$ cat src/rtl/rpbs_pkg.sv
// shared widths, codes and control types for the route prefix search block
package rpbs_pkg;

    localparam int ADDR_W    = 32;
    localparam int SLOT_W    = 10;
    localparam int IN_PORT_W = 4;
    localparam int CNT_REG_W = 11;

    localparam logic FUNC_WRITE  = 1'b0;
    localparam logic FUNC_LOOKUP = 1'b1;

    // controller to datapath
    typedef struct packed {
        logic start;        // load search bounds and destination
        logic step;         // take one probe result
        logic mem_wr;       // write route entry from the request
        logic load_lookup;  // push lookup result to output register
        logic load_write;   // push empty write result to output register
    } t_dp_cmd;

    // datapath to controller
    typedef struct packed {
        logic search_done;  // bounds have met
        logic out_free;     // output register can take a result
    } t_dp_status;

endpackage

$ cat src/rtl/rpbs_chan_if.sv
// request and response channel interfaces
interface rpbs_req_if;
    import rpbs_pkg::*;

    logic                 valid;
    logic                 ready;
    logic                 func;
    logic [SLOT_W-1:0]    entry_index;
    logic [ADDR_W-1:0]    entry_prefix;
    logic [ADDR_W-1:0]    entry_mask;
    logic [ADDR_W-1:0]    entry_next_hop;
    logic [IN_PORT_W-1:0] entry_port;
    logic [ADDR_W-1:0]    dest_addr;

    modport source (
        output valid, func, entry_index, entry_prefix, entry_mask,
               entry_next_hop, entry_port, dest_addr,
        input  ready
    );
    modport sink (
        input  valid, func, entry_index, entry_prefix, entry_mask,
               entry_next_hop, entry_port, dest_addr,
        output ready
    );
endinterface


$ cat src/rtl/rpbs_ctrl.sv
// sequencer for route writes and binary search lookups
module rpbs_ctrl (
    input  logic                 i_clk,
    input  logic                 i_rst_n,
    rpbs_req_if.sink             i_req,
    input  rpbs_pkg::t_dp_status i_status,
    output rpbs_pkg::t_dp_cmd    o_cmd
);
    import rpbs_pkg::*;

    localparam logic [1:0] ST_IDLE   = 2'd0;
    localparam logic [1:0] ST_SEARCH = 2'd1;
    localparam logic [1:0] ST_WDONE  = 2'd2;

    logic [1:0] r_state;
    logic [1:0] n_state;

    assign i_req.ready = (r_state == ST_IDLE);

    always_comb begin
        n_state = r_state;
        o_cmd   = '0;
        unique case (r_state)
            ST_IDLE: begin
                if (i_req.valid) begin
                    if (i_req.func == FUNC_WRITE) begin
                        o_cmd.mem_wr = 1'b1;
                        n_state      = ST_WDONE;
                    end else begin
                        o_cmd.start = 1'b1;
                        n_state     = ST_SEARCH;
                    end
                end
            end
            ST_SEARCH: begin
                if (!i_status.search_done) begin
                    o_cmd.step = 1'b1;
                end else if (i_status.out_free) begin
                    o_cmd.load_lookup = 1'b1;
                    n_state           = ST_IDLE;
                end
            end
            ST_WDONE: begin
                if (i_status.out_free) begin
                    o_cmd.load_write = 1'b1;
                    n_state          = ST_IDLE;
                end
            end
            default: begin
                n_state = ST_IDLE;
            end
        endcase
    end

    always_ff @(posedge i_clk) begin
        if (!i_rst_n) begin
            r_state <= ST_IDLE;
        end else begin
            r_state <= n_state;
        end
    end

endmodule

$ cat src/flat_wrapper.sv
// flat-port wrapper written by rule: the top's interface ports become plain ports
module rpbs_ctrl_flat import rpbs_pkg::*;
  (i_clk, i_rst_n, i_status, o_cmd, i_req_valid, i_req_func, i_req_entry_index, i_req_entry_prefix, i_req_entry_mask, i_req_entry_next_hop, i_req_entry_port, i_req_dest_addr, i_req_ready);
  rpbs_req_if i_req_i ();
  input  logic i_clk;
  input  logic i_rst_n;
  input  rpbs_pkg::t_dp_status i_status;
  output rpbs_pkg::t_dp_cmd o_cmd;
  input wire logic [$bits(i_req_i.valid)-1:0] i_req_valid;
  input wire logic [$bits(i_req_i.func)-1:0] i_req_func;
  input wire logic [$bits(i_req_i.entry_index)-1:0] i_req_entry_index;
  input wire logic [$bits(i_req_i.entry_prefix)-1:0] i_req_entry_prefix;
  input wire logic [$bits(i_req_i.entry_mask)-1:0] i_req_entry_mask;
  input wire logic [$bits(i_req_i.entry_next_hop)-1:0] i_req_entry_next_hop;
  input wire logic [$bits(i_req_i.entry_port)-1:0] i_req_entry_port;
  input wire logic [$bits(i_req_i.dest_addr)-1:0] i_req_dest_addr;
  output wire logic [$bits(i_req_i.ready)-1:0] i_req_ready;
  assign i_req_i.valid = i_req_valid;
  assign i_req_i.func = i_req_func;
  assign i_req_i.entry_index = i_req_entry_index;
  assign i_req_i.entry_prefix = i_req_entry_prefix;
  assign i_req_i.entry_mask = i_req_entry_mask;
  assign i_req_i.entry_next_hop = i_req_entry_next_hop;
  assign i_req_i.entry_port = i_req_entry_port;
  assign i_req_i.dest_addr = i_req_dest_addr;
  assign i_req_ready = i_req_i.ready;
  rpbs_ctrl u_core (.i_clk(i_clk), .i_rst_n(i_rst_n), .i_req(i_req_i), .i_status(i_status), .o_cmd(o_cmd));
endmodule
$ cat config.mk
export PLATFORM = sky130hd
export DESIGN_NAME = rpbs_ctrl_flat
export DESIGN_NICKNAME = d
export VERILOG_FILES = /design/src/rtl/rpbs_pkg.sv /design/src/rtl/rpbs_chan_if.sv /design/src/rtl/rpbs_ctrl.sv /design/src/flat_wrapper.sv
export SDC_FILE = /design/constraint.sdc
export NUM_CORES = 1
export LEC_CHECK = 0
export ABC_CLOCK_PERIOD_IN_PS = 1350
export BUFFER_PORTS_ARGS = -buffer_cell sky130_fd_sc_hd__buf_2
export CORE_AREA = 3 3 58 60
export CTS_CLUSTER_DIAMETER = 80
export DETAILED_ROUTE_END_ITERATION = 16
export DIE_AREA = 0 0 61 63
export PLACE_DENSITY = 0.66
export SKIP_CTS_REPAIR_TIMING = 1
export SLEW_MARGIN = 20
export SYNTH_ARGS = -nofsm -noshare
export SYNTH_HDL_FRONTEND = slang
export SYNTH_SLANG_ARGS = --single-unit
export TNS_END_PERCENT = 20
$ cat constraint.sdc
create_clock -name i_clk -period 1.35 [get_ports i_clk]
set_input_delay 0.405 -clock i_clk [delete_from_list [all_inputs] [get_ports i_clk]]
set_output_delay 0.405 -clock i_clk [all_outputs]
set_load 0.02 [all_outputs]
# [After elaboration in Yosys (flattened, before gate mapping)]
# Cells that the tools add are included.
# W data, S select, Z words.
[classes] mux=17 eq_ne=4 reduce_logical=2
[ops] operator="$mux W1" n=12
[ops] operator="$mux W2" n=4
[ops] operator="$pmux W2 S3" n=1
[ops] operator="$ne A2 B2 Y1 const B" n=2
[ops] operator="$eq A2 B1 Y1 const B" n=1
[ops] operator="$eq A2 B2 Y1 const B" n=1
[ops] operator="$logic_not A2 Y1" n=1
[ops] operator="$reduce_and A2 Y1" n=1
[totals] regBits=2 inputBits=148 output_inout_bits=6 wordCells=24

# [Longest topological paths before layout]
# Gate-level depths: netlist (run 1).
[logic_depth] depth_word=3 ltp_mapped=5 mapped_depth_nobuf=5

# [Worst setup path after synthesis (run 1)]
# Ideal clock, no wire load.
[synth_timing] path_type="reg2out" from="reg u_core.r_state[0]" to="out o_cmd[2] (netlist name)" n_path_buf=0 t_arrival_ns=1.124 slack_ns=-0.179 path_stages_with_launch=5 t_required_ns=0.945 cell_sequence="dfxtp_1 inv_1 ha_1 nand2_1 nor2_1"
[synth_rtl] element="start, declared" line_no="rpbs_ctrl.sv:15" text="logic [1:0] r_state;"
[synth_rtl] element="start signal, assigned" line_no="rpbs_ctrl.sv:59" text="r_state <= n_state;"
[synth_rtl] element="end, declared" line_no="flat_wrapper.sv:8" text="output rpbs_pkg::t_dp_cmd o_cmd;"

==> impl_results.md, run 1 <==
* Area of the multi-input gates at 182.7 um2
* GP Congestion at between 0.6 and 0.7
* Max VDD drop at around 0.39 mV
* Period utilization at 1.101
* Drt wl/cell at 7.931 um
* Worst-path cell chain: inv_4 > ha_4 > and3_2 > buf_6
* Number of synthesized register bits at 2
* Vias per cell at about 3.0
* Dpl hpwl at 445.2 um
* Core Area at 2978 um2
* CTS max path bufs at 2
* Final min period at 1487 ps
* CP Max Fanout at 3
* Slew HR at 0.8290
* Fin util at 0.1412
* Pre-CTS setup slack at -4.524 ps
* # diodes at 0
* DRT Pass-1 Iters at 4
* R2r setup slk at ~80 ps
* Fillers at roughly 330
* Final nets at ~190
* Clk Latency, worst-skew pair at roughly 220 ps
* Total GRT Usage at 0.03468
* Fraction of layout cells with a size suffix above 1 at 0.7949
* First-pass GRT wire length at around 950 um
* Drt total wl at ~570 um
* Synth top area share at 0.1988
* TritonCTS Sinks at 2
* Congestion Overflow GR at 0
* Synth Cell Area at around 200 um2
* Status: complete, but fails checks
* Top Ports at 154
* R2r endpoint: u_core.r_state[1]
* DRC at 0
* Worst setup slack after layout at -136.5 ps
* Synth area leaders: dfxtp_1 (20%), ha_1 (19%), a221oi_4 (13%)
* Largest net degree at the start of global routing at 5
* ANT nets after route at 0
* Startpoint Class: flip-flop
* Seq/Total Area, Yosys at 0.1988
* Cts bufs inserted at 3
* Mean cell area of the mapped netlist at 9.157 um2
* YS warnings at 0
* CTS tree: built
* Max Slew Vio Count at 0
* Fmax at ~0.67 GHz
* WHS Path Cells at 3
* Delay of the slowest critical-path stage at ~360 ps
* RSZ-0062 raised after global routing: yes
* Area grow syn2layout at 108.7%
* Clock transition at the registers of the reported paths at ~30 ps
* Die Y at approximately 63 um
* PwrDens at ~1200 nW/um2
* Failing checks: setup timing
* Worst Hold Launch: i_rst_n
* Vias in the first global route at roughly 220
* Final hold violations at 0
* Fin cells at around 70
* Hold Path Sink: u_core.r_state[0]
* Cell taking the most area after synthesis: dfxtp_1
* Worst R2R Path Depth at 5
* Critical path's slowest cell: dfxtp_2
* Die area at 3843 um2
* Initial antenna violation count at 0
* Via count at approximately 220
* Crit Reg-Reg Startpoint: u_core.r_state[1]
* H-tree depth at 1
* Largest Register: u_core.r_state
* Crit path kind: flip-flop to output pin
* Max_cap viols at 0
* WP data arrival at between 1000 and 1500 ps
* DR iter-0 viols at 2
* Placed cells at 67
* Largest register FFs at 2
* Die span in x at around 61 um
* Syn Inst Count at 22
* Initial Util at 0.06765
* Cell variety after synth at 14
* Syn Nets at around 170
* Clk_skew at between 1.5 and 2 ps
* Worst setup EP type: output pin
* Total chip power at approximately 0.51 mW
* Setup Viol. Count Final at 6
* Biggest regs: u_core.r_state: 2 flops
* Least-Margin Pin Slew at 256.5 ps
* Worst hold path class: primary input to flip-flop
* Standard-cell rows at 20
* Final setup TNS at -606.6 ps
* Seq. cell area at ~45 um2
* IO buf count at 11
* Leak at between 0.15 and 0.2 nW
* Critical Path RT at roughly 950 ps
* CTS Root Cell: clkbuf_4
-- per-stage QoR --
stage	cell area [um2]	hold slack (ps)
global route	420.4	465.0
detailed placement	311.5	474.6
CTS	334.1	462.5
global placement	311.5	472.9
floorplan	207.7	451.5
finish	420.4	460.8
-- kinds of logic (layout without fill, tap and decap cells) --
logic type                 after synthesis  count (layout)  synth area share
AOI/OAI and AO/OA                        1               1            0.1305
adders and majority gates                3               3            0.1864
buffers and inverters                    4              21           0.07451
DFF                                      2               2            0.1988
muxes                                    2               2           0.09938
and+or+nand+nor                         10              10            0.3106
-- cells in the mapped netlist --
| cell | number |
|---|---|
| nand2_1 | 3 |
| a221oi_4 | 1 |
| mux2i_1 | 2 |
| and3_1 | 1 |
| inv_2 | 1 |
| nand3b_1 | 1 |
| and3_2 | 1 |
| nor2_1 | 1 |
| dfxtp_1 | 2 |
| nand3_1 | 1 |
| ha_1 | 3 |
| and2_2 | 1 |
| nor2b_4 | 1 |
| inv_1 | 3 |
-- layout by cell type (no fill, tap or decap) --
master / count
nand3b_1: 1
and3_2: 1
inv_4: 2
buf_4: 3
a221oi_4: 1
mux2i_1: 2
inv_2: 1
nand3_1: 1
dfxtp_4: 1
and2_4: 1
and3_4: 1
inv_1: 1
nand2_1: 3
clkbuf_4: 3
nor2b_4: 1
ha_4: 2
nor2_2: 1
buf_6: 5
ha_2: 1
buf_2: 6
dfxtp_2: 1
-- critical path: cells and delay by family (launching register included) --
family,cells,cell delay [ps]
buffers and inverters,2,190
adder cells (fa/ha/maj),1,150
flip-flops,1,360
AND/OR/NAND/NOR,1,170
-- routing by layer --
metal  share of wire  global-route usage  vias up
met3           0.095             0.01446        0
li1                -                   -      107
met4               0             0.03252        0
met1            0.38             0.03799      102
met5               0                   0        -
met2            0.53             0.04813        9
-- cell type report --
class / instances / share of cell area
Clock buffer: 3 / 0.05357
Inverter: 4 / 0.04762
Multi-Input combinational cell: 16 / 0.4345
Sequential cell: 2 / 0.1071
Tap cell: 33 / 0.09821
Timing Repair Buffer: 14 / 0.2589
-- where the power goes --
part           switching [mW]  leakage, nW  internal [mW]  total [mW]
clock                  0.0324       0.0138         0.0979       0.130
combinational           0.132        0.150          0.156       0.288
sequential             0.0185       0.0175         0.0752      0.0937
total                   0.183        0.181          0.329       0.512
-- worst max path at each step --
stage                           start        to  slack, ps  cells after the start
floorplan           u_core.r_state[0]  o_cmd[2]        -10                      4
global placement    u_core.r_state[0]  o_cmd[0]         10                      4
detailed placement  u_core.r_state[0]  o_cmd[0]         -5                      4
CTS                 u_core.r_state[0]  o_cmd[4]       -250                      4
global route        u_core.r_state[0]  o_cmd[2]       -180                      5
finish              u_core.r_state[1]  o_cmd[1]       -140                      4
Note: power is estimated with default switching activity, not from simulation.
==> run 2: changes to the inputs <==
--- a/config.mk
+++ b/config.mk
@@ -5,13 +5,14 @@
 export SDC_FILE = /design/constraint.sdc
 export NUM_CORES = 1
 export LEC_CHECK = 0
-export ABC_CLOCK_PERIOD_IN_PS = 1350
+export ABC_CLOCK_PERIOD_IN_PS = 1600
 export BUFFER_PORTS_ARGS = -buffer_cell sky130_fd_sc_hd__buf_2
+export CAP_MARGIN = 0
 export CORE_AREA = 3 3 58 60
 export CTS_CLUSTER_DIAMETER = 80
 export DETAILED_ROUTE_END_ITERATION = 16
 export DIE_AREA = 0 0 61 63
-export PLACE_DENSITY = 0.66
+export HOLD_SLACK_MARGIN = 0.05
 export SKIP_CTS_REPAIR_TIMING = 1
 export SLEW_MARGIN = 20
 export SYNTH_ARGS = -nofsm -noshare
==> constraint.sdc (replaced) <==
create_clock -name i_clk -period 1.6 [get_ports i_clk]
set_input_delay 0.48 -clock i_clk [delete_from_list [all_inputs] [get_ports i_clk]]
set_output_delay 0.48 -clock i_clk [all_outputs]
set_load 0.02 [all_outputs]
==> run 2 against run 1 <==
Net effect: the flow now finishes without violations; cell area shrank 0.89%; cell count did not move; clock skew is essentially flat; combinational power down 16%; wire length is 7.4% lower; utilization fell by 0.13 points; first-iteration DRC count grew to 2.5 times the previous value; sequential power shrank 14%; via count is 2.3% lower; sequential share of layout area is 0.70 points higher; global-route usage is 0.32 points higher; critical endpoint is now o_cmd[4].
==> impl_results.md, run 2 (synthesis results as in run 1) <==
* Period utilization at 0.9731
* CTS max path bufs at 2 (unchanged)
* Vias per cell at 2.958 (-2.3%)
* Most frequent cells in the layout: buf_2 (6), buf_6 (4), buf_4 (4)
* H-tree depth at 1 (unchanged)
* TritonCTS Sinks at 2 (unchanged)
* Setup Viol. Count Final at 0 (-6)
* Clock transition at the registers of the reported paths at 30 ps (about the same)
* Commonest non-fill, non-tap cell in the layout: buf_2
* Delay of the slowest critical-path stage at 350 ps (about the same)
* Max_cap viols at 0 (unchanged)
* Fin util at 0.1399 (-0.001260)
* Max Slew Vio Count at 0 (unchanged)
* Largest register FFs at 2 (unchanged)
* DRT Pass-1 Iters at 2 (-2)
* Critical path's slowest cell: dfxtp_4
* Area grow syn2layout at 106.8%
* Worst-path cell chain: inv_4 > ha_4 > and3_4 > buf_6
* Worst R2R Path Depth at 5 (unchanged)
* Status: finished, final reports clean
* Drt wl/cell at 7.347 um (-7.4%)
* Final nets at 192 (unchanged)
* Initial Util at 0.06765 (unchanged)
* Core Area at 2978 um2 (unchanged)
* Initial antenna violation count at 0 (unchanged)
* Leak at 0.1800 nW (-0.68%)
* # diodes at 0 (unchanged)
* Biggest regs: u_core.r_state: 2 flops
* CP Max Fanout at 5 (+2)
* Dpl hpwl at 439.7 um (-1.2%)
* R2r setup slk at 350 ps (+270 ps)
* Clk_skew at 1.231 ps (-0.3500 ps)
* First-pass GRT wire length at 1.028 mm (+8.0%)
* Max VDD drop at 0.4205 mV (+6.8%)
* Final hold violations at 0 (unchanged)
* Top Ports at 154 (unchanged)
* Fillers at 328 (+0.31%)
* WHS at 498.9 ps (+38.16 ps)
* Design Area, Final at 416.7 um2 (-0.89%)
* RSZ-0062 raised after global routing: yes
* Clk Latency, worst-skew pair at 220 ps (about the same)
* Die span in x at 61 um (unchanged)
* WP data arrival at 1080 ps (about the same)
* Die Y at 63 um (unchanged)
* Drt total wl at 529 um (-7.4%)
* Slew HR at 0.8339 (+0.004854)
* Worst setup slack after layout at 43.08 ps (+179.6 ps)
* GP Congestion at 0.6457 (+2.5%)
* Vias in the first global route at 223 (unchanged)
* Largest net degree at the start of global routing at 7 (+2)
* ANT nets after route at 0 (unchanged)
* Congestion Overflow GR at 0 (unchanged)
* CTS Root Cell: clkbuf_4
* Fmax at approximately 0.64 GHz
* Largest Register: u_core.r_state
* Critical Path RT at 1120 ps (+170 ps)
* Final min period at about 1600 ps
* DR iter-0 viols at 5 (+3)
* IO buf count at 11 (unchanged)
* WHS Path Cells at 2 (-1)
* Worst setup EP type: output pin
* Die area at 3843 um2 (unchanged)
* Pre-CTS setup slack at 152.6 ps (+157.1 ps)
* Worst hold path class: flip-flop to flip-flop
* Area of placed instances at 300.3 um2 (-3.6%)
* Startpoint Class: flip-flop
* Total chip power at 0.4306 mW (-16%)
* Cts bufs inserted at 3 (unchanged)
* Fraction of layout cells with a size suffix above 1 at 0.7692 (-0.02564)
* Standard-cell rows at 20 (unchanged)
* Total GRT Usage at 0.03790 (+0.003226)
* CTS tree: built
* Least-Margin Pin Slew at 249.2 ps (-7.281 ps)
* Via count at 213 (-2.3%)
* PwrDens at 1033 nW/um2 (-15%)
* DRC at 0 (unchanged)
* Crit path kind: flip-flop to output pin
run 2: cell counts in the layout (fill, tap and decap cells not counted):
No cell type changed its count.
run 2: critical path: cells and delay by family (launching register included):
kind | cells | cell delay, ps
DFF | 1 | 350
buffers and inverters | 2 | 180
and+or+nand+nor | 1 | 170
adders and majority gates | 1 | 150
run 2: area by class of cell:
class	instances	area [um2]	area share
Clock buffer	3	22.52	0.05405
Tap cell	33	41.29	0.09910
Timing Repair Buffer	14	105.1	0.2523
Inverter	4	20.02	0.04805
Multi-Input combinational cell	16	180.2	0.4324
Sequential cell	2	47.55	0.1141
run 2: through the flow:
stage               instances  TNS (ps)
global placement           66         0
CTS                        69    -358.9
finish                     72         0
floorplan                  22         0
detailed placement         66         0
global route               72    -47.13
run 2: where the power goes:
group          internal, mW  switching (mW)  total [mW]
registers            0.0643          0.0159      0.0802
logic                 0.134           0.107       0.241
clock network        0.0826          0.0267       0.109
run 2: final timing paths:
path,start,endpoint
worst max-delay path,u_core.r_state[1],o_cmd[4]
worst min-delay path,u_core.r_state[1],u_core.r_state[1]
worst max register to register,u_core.r_state[0],u_core.r_state[1]
worst min register to register,u_core.r_state[1],u_core.r_state[1]
run 2: metal layers:
| metal | wire (um) | up-vias | track usage |
|---|---|---|---|
| li1 | - | 107 | - |
| met1 | 204 | 96 | 0.03922 |
| met2 | 263 | 8 | 0.04947 |
| met3 | 50 | 2 | 0.02686 |
| met4 | 11 | 0 | 0.03252 |
| met5 | 0 | - | 0 |
